--- config.mk ---
export PLATFORM = sky130hd
export DESIGN_NAME = modbus_rtu_slave_frame_engine
export DESIGN_NICKNAME = d
export VERILOG_FILES = /design/src/design/mbrtu_pkg.sv /design/src/design/mbrtu_regfile.sv /design/src/design/modbus_rtu_slave_frame_engine.sv
export SDC_FILE = /design/constraint.sdc
export NUM_CORES = 2
export LEC_CHECK = 0
export BUFFER_PORTS_ARGS = -buffer_cell sky130_fd_sc_hd__buf_2
export CAP_MARGIN = 10
export CORE_MARGIN = 4
export CORE_UTILIZATION = 65
export DETAILED_ROUTE_END_ITERATION = 10
export GPL_ROUTABILITY_DRIVEN = 0
export PLACE_DENSITY = 0.81
export SLEW_MARGIN = 20
export SYNTH_ARGS = -nofsm -noshare
export SYNTH_HDL_FRONTEND = slang
export SYNTH_SLANG_ARGS = --single-unit
--- constraint.sdc ---
create_clock -name clk_i -period 12.05 [get_ports clk_i]
set_input_delay 2.41 -clock clk_i [delete_from_list [all_inputs] [get_ports clk_i]]
set_output_delay 2.41 -clock clk_i [all_outputs]
set_load 0.05 [all_outputs]
--- src/design/mbrtu_pkg.sv ---
// ----------------------------------------------------------------------------
// mbrtu_pkg: shared constants, types and crc helper for the modbus rtu slave
// sizes of the stores, function codes and the byte-wise crc-16 update
// ----------------------------------------------------------------------------
package mbrtu_pkg;

  localparam int REG_COUNT = 64;
  localparam int RX_DEPTH  = 64;
  localparam int MAX_READ  = 29;

  localparam int REG_AW = $clog2(REG_COUNT);
  localparam int RX_AW  = $clog2(RX_DEPTH);
  localparam int CNT_W  = $clog2(RX_DEPTH + 1);

  localparam logic [7:0]  FC_READ   = 8'h03;
  localparam logic [7:0]  FC_COIL   = 8'h05;
  localparam logic [7:0]  FC_WRITE  = 8'h06;
  localparam logic [7:0]  FC_WRMULT = 8'h10;
  localparam logic [7:0]  FC_EXC    = 8'h80;
  localparam logic [7:0]  EXC_ADDR  = 8'h02;
  localparam logic [15:0] CRC_INIT  = 16'hFFFF;
  localparam logic [15:0] CRC_POLY  = 16'hA001;
  localparam logic [15:0] COIL_ON   = 16'hFF00;
  localparam logic [15:0] COIL_OFF  = 16'h0000;
  localparam logic [15:0] LED_REG   = 16'h0001;

  // holding register file request
  typedef struct packed {
    logic              we;
    logic [REG_AW-1:0] waddr;
    logic [15:0]       wdata;
    logic              re;
    logic [REG_AW-1:0] raddr;
  } rf_req_t;

  function automatic logic [15:0] crc_byte(input logic [15:0] crc, input logic [7:0] data);
    logic [15:0] c;
    c = crc ^ {8'h00, data};
    for (int b = 0; b < 8; b++) begin
      c = c[0] ? ((c >> 1) ^ CRC_POLY) : (c >> 1);
    end
    return c;
  endfunction

endpackage

--- src/design/mbrtu_regfile.sv ---
// ----------------------------------------------------------------------------
// mbrtu_regfile: holding register file
// one write and one registered read port, per-entry valid bits give zero reset
// ----------------------------------------------------------------------------
module mbrtu_regfile
  import mbrtu_pkg::*;
(
  input  logic        clk_i,
  input  logic        rst_ni,
  input  rf_req_t     req_i,
  output logic [15:0] rdata_o
);

  logic [15:0]          mem [REG_COUNT];
  logic [REG_COUNT-1:0] vld_q;
  logic [15:0]          rdata_q;
  logic                 rvld_q;

  always_ff @(posedge clk_i) begin
    if (req_i.we) begin
      mem[req_i.waddr] <= req_i.wdata;
    end
    if (req_i.re) begin
      rdata_q <= mem[req_i.raddr];
    end
  end

  always_ff @(posedge clk_i or negedge rst_ni) begin
    if (!rst_ni) begin
      vld_q  <= '0;
      rvld_q <= 1'b0;
    end else begin
      if (req_i.we) begin
        vld_q[req_i.waddr] <= 1'b1;
      end
      if (req_i.re) begin
        rvld_q <= vld_q[req_i.raddr];
      end
    end
  end

  // never written entries read as zero
  assign rdata_o = rvld_q ? rdata_q : 16'h0000;

endmodule

--- src/design/modbus_rtu_slave_frame_engine.sv ---
// ----------------------------------------------------------------------------
// modbus_rtu_slave_frame_engine: modbus rtu slave with crc-16 check
// buffers a request frame, serves functions 03/05/06/10 and streams the reply
// ----------------------------------------------------------------------------
// Request bytes are taken one per cycle while the engine is receiving; the byte
// with tlast closes the frame. In the next cycle the frame is judged (address,
// crc, function, length, range) and the reply is streamed out byte by byte
// while the output side is ready, pausing for each register read (function
// 03). Input is not taken from frame end until the last reply byte has been
// loaded into the output register. Each register written (function 10) passes
// through the states ST_WMA, ST_WMB and ST_WMC; the buffer and register
// memories are read through registered ports.
// Frames with overflow, fewer than 8 bytes, wrong address, bad crc, function
// 01 or unknown codes produce no reply. Holding registers read as zero until
// written, through valid bits cleared at reset; no clearing pass is needed.
module modbus_rtu_slave_frame_engine
  import mbrtu_pkg::*;
(
  input  logic        clk_i,
  input  logic        rst_ni,
  // configuration: slave_address
  input  logic        cfg_we_i,
  input  logic [7:0]  cfg_wdata_i,
  // request stream
  input  logic        s_axis_tvalid_i,
  output logic        s_axis_tready_o,
  input  logic [7:0]  s_axis_tdata_i,   // [7:0] rx_byte
  input  logic        s_axis_tlast_i,   // frame_end
  // reply stream
  output logic        m_axis_tvalid_o,
  input  logic        m_axis_tready_i,
  output logic [15:0] m_axis_tdata_o,   // [7:0] tx_byte, [8] led_on, [15:9] zero
  output logic        m_axis_tlast_o    // tx_last
);

  // sequencer states
  localparam logic [3:0] ST_RX   = 4'd0;
  localparam logic [3:0] ST_CHK  = 4'd1;
  localparam logic [3:0] ST_WMA  = 4'd2;
  localparam logic [3:0] ST_WMB  = 4'd3;
  localparam logic [3:0] ST_WMC  = 4'd4;
  localparam logic [3:0] ST_HDR  = 4'd5;
  localparam logic [3:0] ST_RDA  = 4'd6;
  localparam logic [3:0] ST_RDH  = 4'd7;
  localparam logic [3:0] ST_RDL  = 4'd8;
  localparam logic [3:0] ST_CRCL = 4'd9;
  localparam logic [3:0] ST_CRCH = 4'd10;

  // reply kinds
  localparam logic [1:0] KIND_EXC  = 2'd0;
  localparam logic [1:0] KIND_RD   = 2'd1;
  localparam logic [1:0] KIND_ECHO = 2'd2;

  logic [3:0]       state_q, state_d;
  logic [1:0]       kind_q, kind_d;
  logic [7:0]       addr_q;
  logic [CNT_W-1:0] cnt_q, cnt_d;
  logic             ovf_q, ovf_d;
  logic [15:0]      rx_crc_q, rx_crc_d;
  logic [15:0]      tx_crc_q, tx_crc_d;
  logic [7:0]       hdr_q [6];
  logic [2:0]       hidx_q, hidx_d;
  logic [6:0]       k_q, k_d;
  logic [7:0]       hi_q, hi_d;
  logic             led_q, led_d;

  // output register
  logic             out_v_q;
  logic [7:0]       out_b_q;
  logic             out_l_q;
  logic             out_led_q;

  // receive buffer memory
  logic [7:0]       rx_mem [RX_DEPTH];
  logic [7:0]       rx_rdata_q;
  logic             rx_re;
  logic [RX_AW-1:0] rx_raddr;

  rf_req_t          rf_req;
  logic [15:0]      rf_rdata;

  logic             in_xfer;
  logic             out_free;
  logic             emit_v;
  logic [7:0]       emit_b;
  logic             emit_l;

  // decoded request fields
  logic [7:0]       fc;
  logic [15:0]      start;
  logic [15:0]      qty;
  logic [16:0]      span;
  logic [17:0]      need_len;
  logic             frame_ok;
  logic [6:0]       rd_off;

  assign fc       = hdr_q[1];
  assign start    = {hdr_q[2], hdr_q[3]};
  assign qty      = {hdr_q[4], hdr_q[5]};
  assign span     = {1'b0, start} + {1'b0, qty};
  assign need_len = 18'd9 + {1'b0, qty, 1'b0};
  assign frame_ok = !ovf_q && (cnt_q >= CNT_W'(8)) && (hdr_q[0] == addr_q)
                    && (rx_crc_q == 16'h0000)
                    && (fc == FC_READ || fc == FC_COIL || fc == FC_WRITE || fc == FC_WRMULT);
  // data byte offset of register k in a write-multiple frame
  assign rd_off   = {k_q[5:0], 1'b0} + 7'd7;

  assign s_axis_tready_o = (state_q == ST_RX);
  assign in_xfer         = s_axis_tvalid_i && s_axis_tready_o;
  assign out_free        = !out_v_q || m_axis_tready_i;

  mbrtu_regfile u_regfile (
    .clk_i   (clk_i),
    .rst_ni  (rst_ni),
    .req_i   (rf_req),
    .rdata_o (rf_rdata)
  );

  // receive buffer, written while receiving, read during write-multiple
  always_ff @(posedge clk_i) begin
    if (in_xfer && (cnt_q < CNT_W'(RX_DEPTH))) begin
      rx_mem[cnt_q[RX_AW-1:0]] <= s_axis_tdata_i;
    end
    if (rx_re) begin
      rx_rdata_q <= rx_mem[rx_raddr];
    end
  end

  // first six bytes kept in flops for decoding and the echo reply
  always_ff @(posedge clk_i) begin
    if (in_xfer && (cnt_q < CNT_W'(6))) begin
      hdr_q[cnt_q[2:0]] <= s_axis_tdata_i;
    end
  end

  always_comb begin
    state_d  = state_q;
    kind_d   = kind_q;
    cnt_d    = cnt_q;
    ovf_d    = ovf_q;
    rx_crc_d = rx_crc_q;
    tx_crc_d = tx_crc_q;
    hidx_d   = hidx_q;
    k_d      = k_q;
    hi_d     = hi_q;
    led_d    = led_q;
    rx_re    = 1'b0;
    rx_raddr = rd_off[RX_AW-1:0];
    rf_req   = '0;
    emit_v   = 1'b0;
    emit_b   = 8'h00;
    emit_l   = 1'b0;

    case (state_q)
      ST_RX: begin
        if (in_xfer) begin
          if (cnt_q < CNT_W'(RX_DEPTH)) begin
            cnt_d    = cnt_q + CNT_W'(1);
            rx_crc_d = crc_byte(rx_crc_q, s_axis_tdata_i);
          end else begin
            ovf_d = 1'b1;
          end
          if (s_axis_tlast_i) begin
            state_d = ST_CHK;
          end
        end
      end
      ST_CHK: begin
        // judge the frame, then clear receive state for the next one
        cnt_d    = '0;
        ovf_d    = 1'b0;
        rx_crc_d = CRC_INIT;
        tx_crc_d = CRC_INIT;
        hidx_d   = '0;
        k_d      = '0;
        state_d  = ST_RX;
        if (frame_ok) begin
          if (fc == FC_READ) begin
            state_d = ST_HDR;
            if (qty > 16'(MAX_READ) || span > 17'(REG_COUNT)) begin
              kind_d = KIND_EXC;
            end else begin
              kind_d = KIND_RD;
            end
          end else if (fc == FC_COIL || fc == FC_WRITE) begin
            state_d = ST_HDR;
            if (start >= 16'(REG_COUNT)) begin
              kind_d = KIND_EXC;
            end else begin
              kind_d       = KIND_ECHO;
              rf_req.we    = 1'b1;
              rf_req.waddr = start[REG_AW-1:0];
              rf_req.wdata = qty;
              if (fc == FC_COIL && start == LED_REG) begin
                if (qty == COIL_ON) begin
                  led_d = 1'b1;
                end else if (qty == COIL_OFF) begin
                  led_d = 1'b0;
                end
              end
            end
          end else begin
            // write multiple; too short a frame is silently dropped
            if (need_len <= {{(18-CNT_W){1'b0}}, cnt_q}) begin
              if (span > 17'(REG_COUNT)) begin
                kind_d  = KIND_EXC;
                state_d = ST_HDR;
              end else begin
                kind_d  = KIND_ECHO;
                state_d = (qty == 16'h0000) ? ST_HDR : ST_WMA;
              end
            end
          end
        end
      end
      ST_WMA: begin
        rx_re   = 1'b1;
        state_d = ST_WMB;
      end
      ST_WMB: begin
        hi_d     = rx_rdata_q;
        rx_re    = 1'b1;
        rx_raddr = rd_off[RX_AW-1:0] + RX_AW'(1);
        state_d  = ST_WMC;
      end
      ST_WMC: begin
        rf_req.we    = 1'b1;
        rf_req.waddr = start[REG_AW-1:0] + k_q[REG_AW-1:0];
        rf_req.wdata = {hi_q, rx_rdata_q};
        k_d          = k_q + 7'd1;
        state_d      = ((k_q + 7'd1) == qty[6:0]) ? ST_HDR : ST_WMA;
      end
      ST_HDR: begin
        emit_v = 1'b1;
        case (kind_q)
          KIND_EXC: begin
            case (hidx_q)
              3'd0:    emit_b = hdr_q[0];
              3'd1:    emit_b = fc | FC_EXC;
              default: emit_b = EXC_ADDR;
            endcase
          end
          KIND_RD: begin
            case (hidx_q)
              3'd0:    emit_b = hdr_q[0];
              3'd1:    emit_b = fc;
              default: emit_b = {hdr_q[5][6:0], 1'b0};
            endcase
          end
          default: begin
            emit_b = (hidx_q < 3'd6) ? hdr_q[hidx_q] : 8'h00;
          end
        endcase
        if (out_free) begin
          hidx_d = hidx_q + 3'd1;
          if (hidx_q == ((kind_q == KIND_ECHO) ? 3'd5 : 3'd2)) begin
            if (kind_q == KIND_RD && qty != 16'h0000) begin
              state_d = ST_RDA;
            end else begin
              state_d = ST_CRCL;
            end
          end
        end
      end
      ST_RDA: begin
        rf_req.re    = 1'b1;
        rf_req.raddr = start[REG_AW-1:0] + k_q[REG_AW-1:0];
        state_d      = ST_RDH;
      end
      ST_RDH: begin
        emit_v = 1'b1;
        emit_b = rf_rdata[15:8];
        if (out_free) begin
          state_d = ST_RDL;
        end
      end
      ST_RDL: begin
        emit_v = 1'b1;
        emit_b = rf_rdata[7:0];
        if (out_free) begin
          k_d     = k_q + 7'd1;
          state_d = ((k_q + 7'd1) == qty[6:0]) ? ST_CRCL : ST_RDA;
        end
      end
      ST_CRCL: begin
        emit_v = 1'b1;
        emit_b = tx_crc_q[7:0];
        if (out_free) begin
          state_d = ST_CRCH;
        end
      end
      ST_CRCH: begin
        emit_v = 1'b1;
        emit_b = tx_crc_q[15:8];
        emit_l = 1'b1;
        if (out_free) begin
          state_d = ST_RX;
        end
      end
      default: begin
        state_d = ST_RX;
      end
    endcase

    // running reply crc over the bytes before the crc itself
    if (emit_v && out_free && state_q != ST_CRCL && state_q != ST_CRCH) begin
      tx_crc_d = crc_byte(tx_crc_q, emit_b);
    end
  end

  always_ff @(posedge clk_i or negedge rst_ni) begin
    if (!rst_ni) begin
      state_q  <= ST_RX;
      kind_q   <= KIND_EXC;
      addr_q   <= 8'd1;
      cnt_q    <= '0;
      ovf_q    <= 1'b0;
      rx_crc_q <= CRC_INIT;
      tx_crc_q <= CRC_INIT;
      hidx_q   <= '0;
      k_q      <= '0;
      hi_q     <= '0;
      led_q    <= 1'b0;
      out_v_q  <= 1'b0;
    end else begin
      state_q  <= state_d;
      kind_q   <= kind_d;
      cnt_q    <= cnt_d;
      ovf_q    <= ovf_d;
      rx_crc_q <= rx_crc_d;
      tx_crc_q <= tx_crc_d;
      hidx_q   <= hidx_d;
      k_q      <= k_d;
      hi_q     <= hi_d;
      led_q    <= led_d;
      if (cfg_we_i) begin
        addr_q <= cfg_wdata_i;
      end
      if (emit_v && out_free) begin
        out_v_q <= 1'b1;
      end else if (m_axis_tready_i) begin
        out_v_q <= 1'b0;
      end
    end
  end

  // output payload, loaded on each emitted byte
  always_ff @(posedge clk_i) begin
    if (emit_v && out_free) begin
      out_b_q   <= emit_b;
      out_l_q   <= emit_l;
      out_led_q <= led_q;
    end
  end

  assign m_axis_tvalid_o = out_v_q;
  assign m_axis_tdata_o  = {7'h00, out_led_q, out_b_q};
  assign m_axis_tlast_o  = out_l_q;

  // receive count never passes the buffer depth
  a_cnt_bound: assert property (@(posedge clk_i) disable iff (!rst_ni)
    cnt_q <= CNT_W'(RX_DEPTH))
    else $error("receive count beyond buffer depth");

  // register file writes only come from the judge or write-multiple steps
  a_rf_we_src: assert property (@(posedge clk_i) disable iff (!rst_ni)
    rf_req.we |-> (state_q == ST_CHK || state_q == ST_WMC))
    else $error("unexpected register file write");

  // frame end always leads to the judge state
  a_end_chk: assert property (@(posedge clk_i) disable iff (!rst_ni)
    (in_xfer && s_axis_tlast_i) |=> (state_q == ST_CHK))
    else $error("frame end not judged");

  // a loaded reply byte is never overwritten before transfer
  a_no_clobber: assert property (@(posedge clk_i) disable iff (!rst_ni)
    (out_v_q && !m_axis_tready_i) |=> (out_v_q && $stable(out_b_q)))
    else $error("reply byte lost");

endmodule
# --- After elaboration in Yosys (flattened, before gate mapping) ---
# Memory sizes are Yosys's and may differ from the RTL's. A register that Yosys moved wholly into a read port is not among the register bits.
# Index checks and enable logic that the tools add are counted.
classes:
  addsub: 8
  multipliers: 0
  div_mod_pow: 0
  n_lt_le_gt_ge: 11
  eq_ne: 34
  n_shift: 0
  mux: 86
  bitwise_logic: 21
  n_reduce_logical: 43
ops:
  columns: ["cell", "count"]
  rows:
  - ["16-bit 2-to-1 mux", 21]
  - ["23-bit 2-to-1 mux", 4]
  - ["64-bit bitwise OR", 1]
  - ["2-bit NOT with 3-bit output", 16]
  - ["8-bit one-hot mux with 2 select lines", 3]
  - ["23-bit one-hot mux with 2 select lines", 1]
  - ["4-bit one-hot mux with 11 select lines", 1]
  - ["4-bit 2-to-1 mux", 10]
  - ["8-bit one-hot mux with 5 select lines", 1]
  - ["16-bit zero test", 2]
  - ["16-bit one-hot mux with 2 select lines", 1]
  - ["16-bit by 8-bit bitwise XOR with 16-bit output", 2]
  - ["7-bit 2-to-1 mux", 4]
  - ["3-bit 2-to-1 mux", 9]
  - ["7-bit one-hot mux with 3 select lines", 1]
  - ["4-bit by 17-bit adder with 18-bit output (first input constant)", 1]
  - ["18-bit by 7-bit <= comparator with 1-bit output", 1]
  - ["1-bit 2-to-1 mux", 18]
  - ["16-bit by 16-bit adder with 17-bit output", 1]
  - ["17-bit by 7-bit > comparator with 1-bit output (second input constant)", 1]
  - ["16-bit by 1-bit == test with 1-bit output (second input constant)", 1]
  - ["16-bit == test (second input constant)", 1]
  - ["4-bit by 3-bit == test with 1-bit output (second input constant)", 4]
  - ["8-bit by 3-bit == test with 1-bit output (second input constant)", 2]
  - ["other kinds (51)", 96]
totals:
  ff_bits: 149
  latch_bits: 0
  mem_bits_rw: 1584
  mem_bits_ro: 0
  input_bits: 22
  out_inout_bits: 19
  word_cells: 223
  mem_count: 3
mem_list:
  columns: ["name", "words", "width", "read_ports", "rd_clocked_by_memory_dff", "wr", "line_no", "source"]
  rows:
  - ["u_regfile.mem", 64, 16, 1, 1, 1, "mbrtu_regfile.sv:14", "logic [15:0] mem [REG_COUNT];"]
  - ["rx_mem", 64, 8, 1, 1, 1, "modbus_rtu_slave_frame_engine.sv:74", "logic [7:0] rx_mem [RX_DEPTH];"]
  - ["hdr_q", 6, 8, 7, 0, 1, "modbus_rtu_slave_frame_engine.sv:61", "logic [7:0] hdr_q [6];"]

# --- Depth between registers and ports, before layout ---
logic_depth:
  ltp_word: 22
  ltp_mapped: 16

# --- Cells and area by module ---
# A second synthesis with hierarchy kept.
hier_totals:
  hier_cells: 3725
  area_unflattened_um2: 71179.5
modules_own_cells:
  columns: ["mod", "n_inst", "cells_per_inst", "area_each_um2"]
  rows:
  - ["mbrtu_regfile", 1, 1797, 42201.7]
  - ["modbus_rtu_slave_frame_engine", 1, 1928, 28977.8]

# --- Worst setup path after synthesis ---
# Ideal clock, no wire load.
synth_timing:
  path_type: "register -> register"
  from: "reg state_q[1]"
  to: "mem u_regfile.mem[0][0], data pin"
  setup_time_ns: 0.702
  arrival_time_ns: 4.641
  required_time_ns: 11.348
  setup_slack_ns: 6.707
  stages_incl_launch_ff: 7
  path_buffers: 1
  synth_period_minus_slack_ns: 5.343
  path_cell_list: "dfrtp_1 > buf_2 > or4b_4 > or4_1 > nor4_4 > nand2b_2 > o21ai_0"
synth_lines:
  columns: ["item", "line_no", "source"]
  rows:
  - ["start, declared", "modbus_rtu_slave_frame_engine.sv:54", "logic [3:0] state_q, state_d;"]
  - ["start signal, assigned", "modbus_rtu_slave_frame_engine.sv:326", "state_q <= state_d;"]
  - ["end, declared", "mbrtu_regfile.sv:14", null]

# --- Worst setup path after layout ---
layout_timing:
  from: "reg state_q[1]"
  to: "reg u_regfile.rdata_q[5] (read register of u_regfile.mem), data pin"
layout_between:
  elab_chain_len: 2
layout_lines:
  columns: ["item", "line_no", "source"]
  rows:
  - ["4-bit by 3-bit == test with 1-bit output", "modbus_rtu_slave_frame_engine.sv:154", "case (state_q)"]
  - ["7-bit 2-to-1 mux", "modbus_rtu_slave_frame_engine.sv:154", null]
  - ["end, declared", "mbrtu_regfile.sv:16", "logic [15:0] rdata_q;"]
# No other way between the ends.
# A chain may end at the register's enable or synchronous reset.

==> qor.csv <==
stage,metric,value,unit
status,status,"finished, final reports clean",
place,cell area after placement,75300,sq um
setup_path,r2r setup slk,5.32,ns
floorplanning,Die Span Y,344,um
setup_path,reg2reg end,u_regfile.rdata_q[5]$_DFFE_PN_,
synthesis,"Top FF cell, synth",edfxtp_1,
timing,Worst-Margin Slew,1.39,ns
clocking,PostCTS Resize Cnt,0,
power_and_ir_drop,PD cells,153,nW/um^2
global_route,"Remaining Overflow, GRT",0,
clocking,setup bufs post-CTS,0,
worst_hold_path,HP Class,flop to flop,
timing,final hold slack,0.459,ns
finish,post-route cell area,80700,sq um
worst_hold_path,HP Start,u_regfile.vld_q[62]$_DFFE_PN0P_,
power_and_ir_drop,Leak,25.5,nW
synthesis,Avg Inst Size Synth,14.3,sq um
setup_path,Crit Path Category,flop to flop,
drt,vias per cell,6.98,
place,placed cells,6443,
timing,final worst-path cycle share,55.9,%
finish,Area growth syn-to-layout,9.97,%
clocking,H-tree levels,4,
worst_hold_path,hold path cells,1,
setup_path,worst-path fanout max,221,
place,PortBufs,33,
timing,Clock Skew,0.0607,ns
power_and_ir_drop,Final Power,12.4,mW
global_route,Total GRT Usage,33.2,%
setup_path,reg2reg path depth,12,
setup_path,Reg-to-Reg Start,state_q[1]$_DFFE_PN0P_,
floorplanning,width of the chip,344,um
synthesis,"FFs w/ async S/R, synth",7.91,%
floorplanning,Placeable Area,112000,sq um
drt,drt first pass iters,7,
clocking,Hold Buf Count CTS,0,
clocking,CTS tree,built,
global_route,initial antenna violation count,0,
timing,Setup TNS Final,0,ns
timing,max-slew violations,0,
global_route,first-pass GRT wire length,291,mm
floorplanning,Initial Utilization,65.4,%
finish,"commonest cells after routing, fill and taps aside","1618 x edfxtp_1, 762 x nand2_1, 232 x a211oi_1",
synthesis,number of synthesized flops with an enable pin,1618,
power_and_ir_drop,Peak VDD IR,0.197,mV
finish,share of post-route cells with drive strength above 1,12.7,%
drt,iteration-0 DRC count of the detailed router,7794,
synthesis,Mapped Area,73400,sq um
floorplanning,FP Rows,123,
timing,Slew HR,7.09,%
timing,endpoints failing hold,0,
clocking,clk_lat worst skew,0.79,ns
drt,Routed WL,197,mm
synthesis,Yosys cell types,93,
drt,DRT antenna net count,0,
drt,number of remaining DRC errors,0,
run,max-cap violations,0,
setup_path,CP startpoint kind,flop,
finish,final net count,5171,
floorplanning,Die Footprint,118000,sq um
synthesis,"Seq/Total Area, Yosys",71.0,%
place,DP Wirelength,109,mm
synthesis,Cells after Synth,5138,
timing,RSZ-0062 raised after global routing,no,
timing,Tmin final,6.73,ns
setup_path,CP Capture Type,flop,
drt,vias,47100,
clocking,clock buffer depth,3,
clocking,clock tree sinks,1757,
finish,fin cells,6748,
clocking,CTS Buf Count,167,
floorplanning,Ports,41,
timing,Setup-failing EPs final,0,
clocking,"CTS clk-pin slew, worst paths",0.07,ns
global_route,vias in the first global route,45800,
finish,"most common cell after layout, fill and taps aside",edfxtp_1,
setup_path,crit path DAT,7.21,ns
global_route,largest net degree at the start of global routing,222,
synthesis,#FFs+latches synth,1757,
finish,n_diodes,0,
synthesis,warnings from Yosys,0,
timing,fmax,149,MHz
worst_hold_path,Hold Crit Endpoint,u_regfile.vld_q[62]$_DFFE_PN0P_,
setup_path,Required @ worst endpoint,12.53,ns
clocking,clk root buf,clkbuf_16,
drt,drt wl/cell,29.2,um
## layout make-up
type | instances | area, sq um
Fill cell | 6626 | 31600
Tap cell | 1500 | 1880
Multi-Input combinational cell | 2989 | 19900
Clock buffer | 217 | 4530
Clock inverter | 88 | 903
Inverter | 27 | 106
Timing Repair Buffer | 170 | 1270
Sequential cell | 1757 | 52100
## per-layer routing
metal	wire length (um)	GRT usage [%]
met5	0	0
met4	11500	16.8
met3	22700	7.09
met2	95300	53.8
met1	67500	43.3
## Yosys cell counts (23+ instances only)
master    number  area (sq um)
dfstp_2       33           867
clkbuf_1     256           961
nand2_1      767          2880
o211ai_1      46           345
mux4_2       140          3150
edfxtp_1    1618         48600
ha_1          35           438
inv_1         23          86.3
mux2i_1       88           881
nor2_1       208           781
a21oi_1      160           801
or3_1         81           507
a211oi_1     233          1750
nand2b_1      31           194
xor2_1        33           289
a311oi_1      98           858
o21ai_0      192           961
nor3_1        45           225
or2_1         50           313
buf_1         41           154
xnor2_1       57           499
and3_1        56           350
and2_1        99           619
a31oi_1      101           632
dfrtp_1      106          2650
nand3_1      222          1110
buf_2         59           295
## report_power, final
group | internal [mW] | switching [mW]
clock | 2.93 | 2.27
sequential | 6.68 | 0.0753
combinational | 0.151 | 0.289
## how the worst max path moves through the flow
stage                                      start                             end  slack, ns  cells past startpoint
after detailed placement  state_q[0]$_DFFE_PN0P_  u_regfile.rdata_q[7]$_DFFE_PN_       5.63                     13
after floorplan           state_q[1]$_DFFE_PN0P_   u_regfile.mem[0][0]$_DFFE_PP_       6.71                      6
after global routing      state_q[1]$_DFFE_PN0P_  u_regfile.rdata_q[5]$_DFFE_PN_       5.34                     12
final                     state_q[1]$_DFFE_PN0P_  u_regfile.rdata_q[5]$_DFFE_PN_       5.32                     12
after CTS                 state_q[0]$_DFFE_PN0P_  u_regfile.rdata_q[7]$_DFFE_PN_       5.49                     13
after global placement     hdr_q[3][0]$_DFFE_PP_  u_regfile.rdata_q[7]$_DFFE_PN_       5.87                     12
## registers in the layout (all words and copies together), names as in the netlist, 2 cells and up
name / cells
k_q: 7
state_q: 4
u_regfile.rdata_q: 16
rx_mem: 512
hdr_q: 48
u_regfile.mem: 1024
rx_rdata_q: 8
cnt_q: 7
out_b_q: 8
hi_q: 8
rx_crc_q: 16
u_regfile.vld_q: 64
addr_q: 8
tx_crc_q: 16
kind_q: 2
hidx_q: 3
## critical path, stage by stage (launching register included)
cell,delay (ns)
dfrtp_1,0.85
nor2b_1,0.64
nand2_4,0.65
inv_2,0.17
buf_4,0.59
nand2_4,0.54
buf_12,0.39
a211oi_1,0.54
a311oi_1,0.10
a31oi_1,0.37
a21oi_1,0.20
a211oi_1,0.89
a21oi_1,0.07
## cells by family after synthesis
family          count (synthesis)  share of synthesized area, %
flops                        1757                          71.0
simple gates                 1636                          10.3
compound gates                967                          8.85
buf+inv                       398                          2.22
mux                           247                          5.79
xor+xnor                       95                          1.22
fa+ha+maj                      37                         0.651
other cells                     1                       0.00511
## metrics by stage
stage	util [%]	setup WS, ns
after floorplan	-	6.71
after global placement	67.0	5.87
after detailed placement	67.0	5.63
after CTS	71.8	5.49
after global routing	71.9	5.34
final	71.9	5.32
Note: power is estimated with default switching activity, not from simulation.
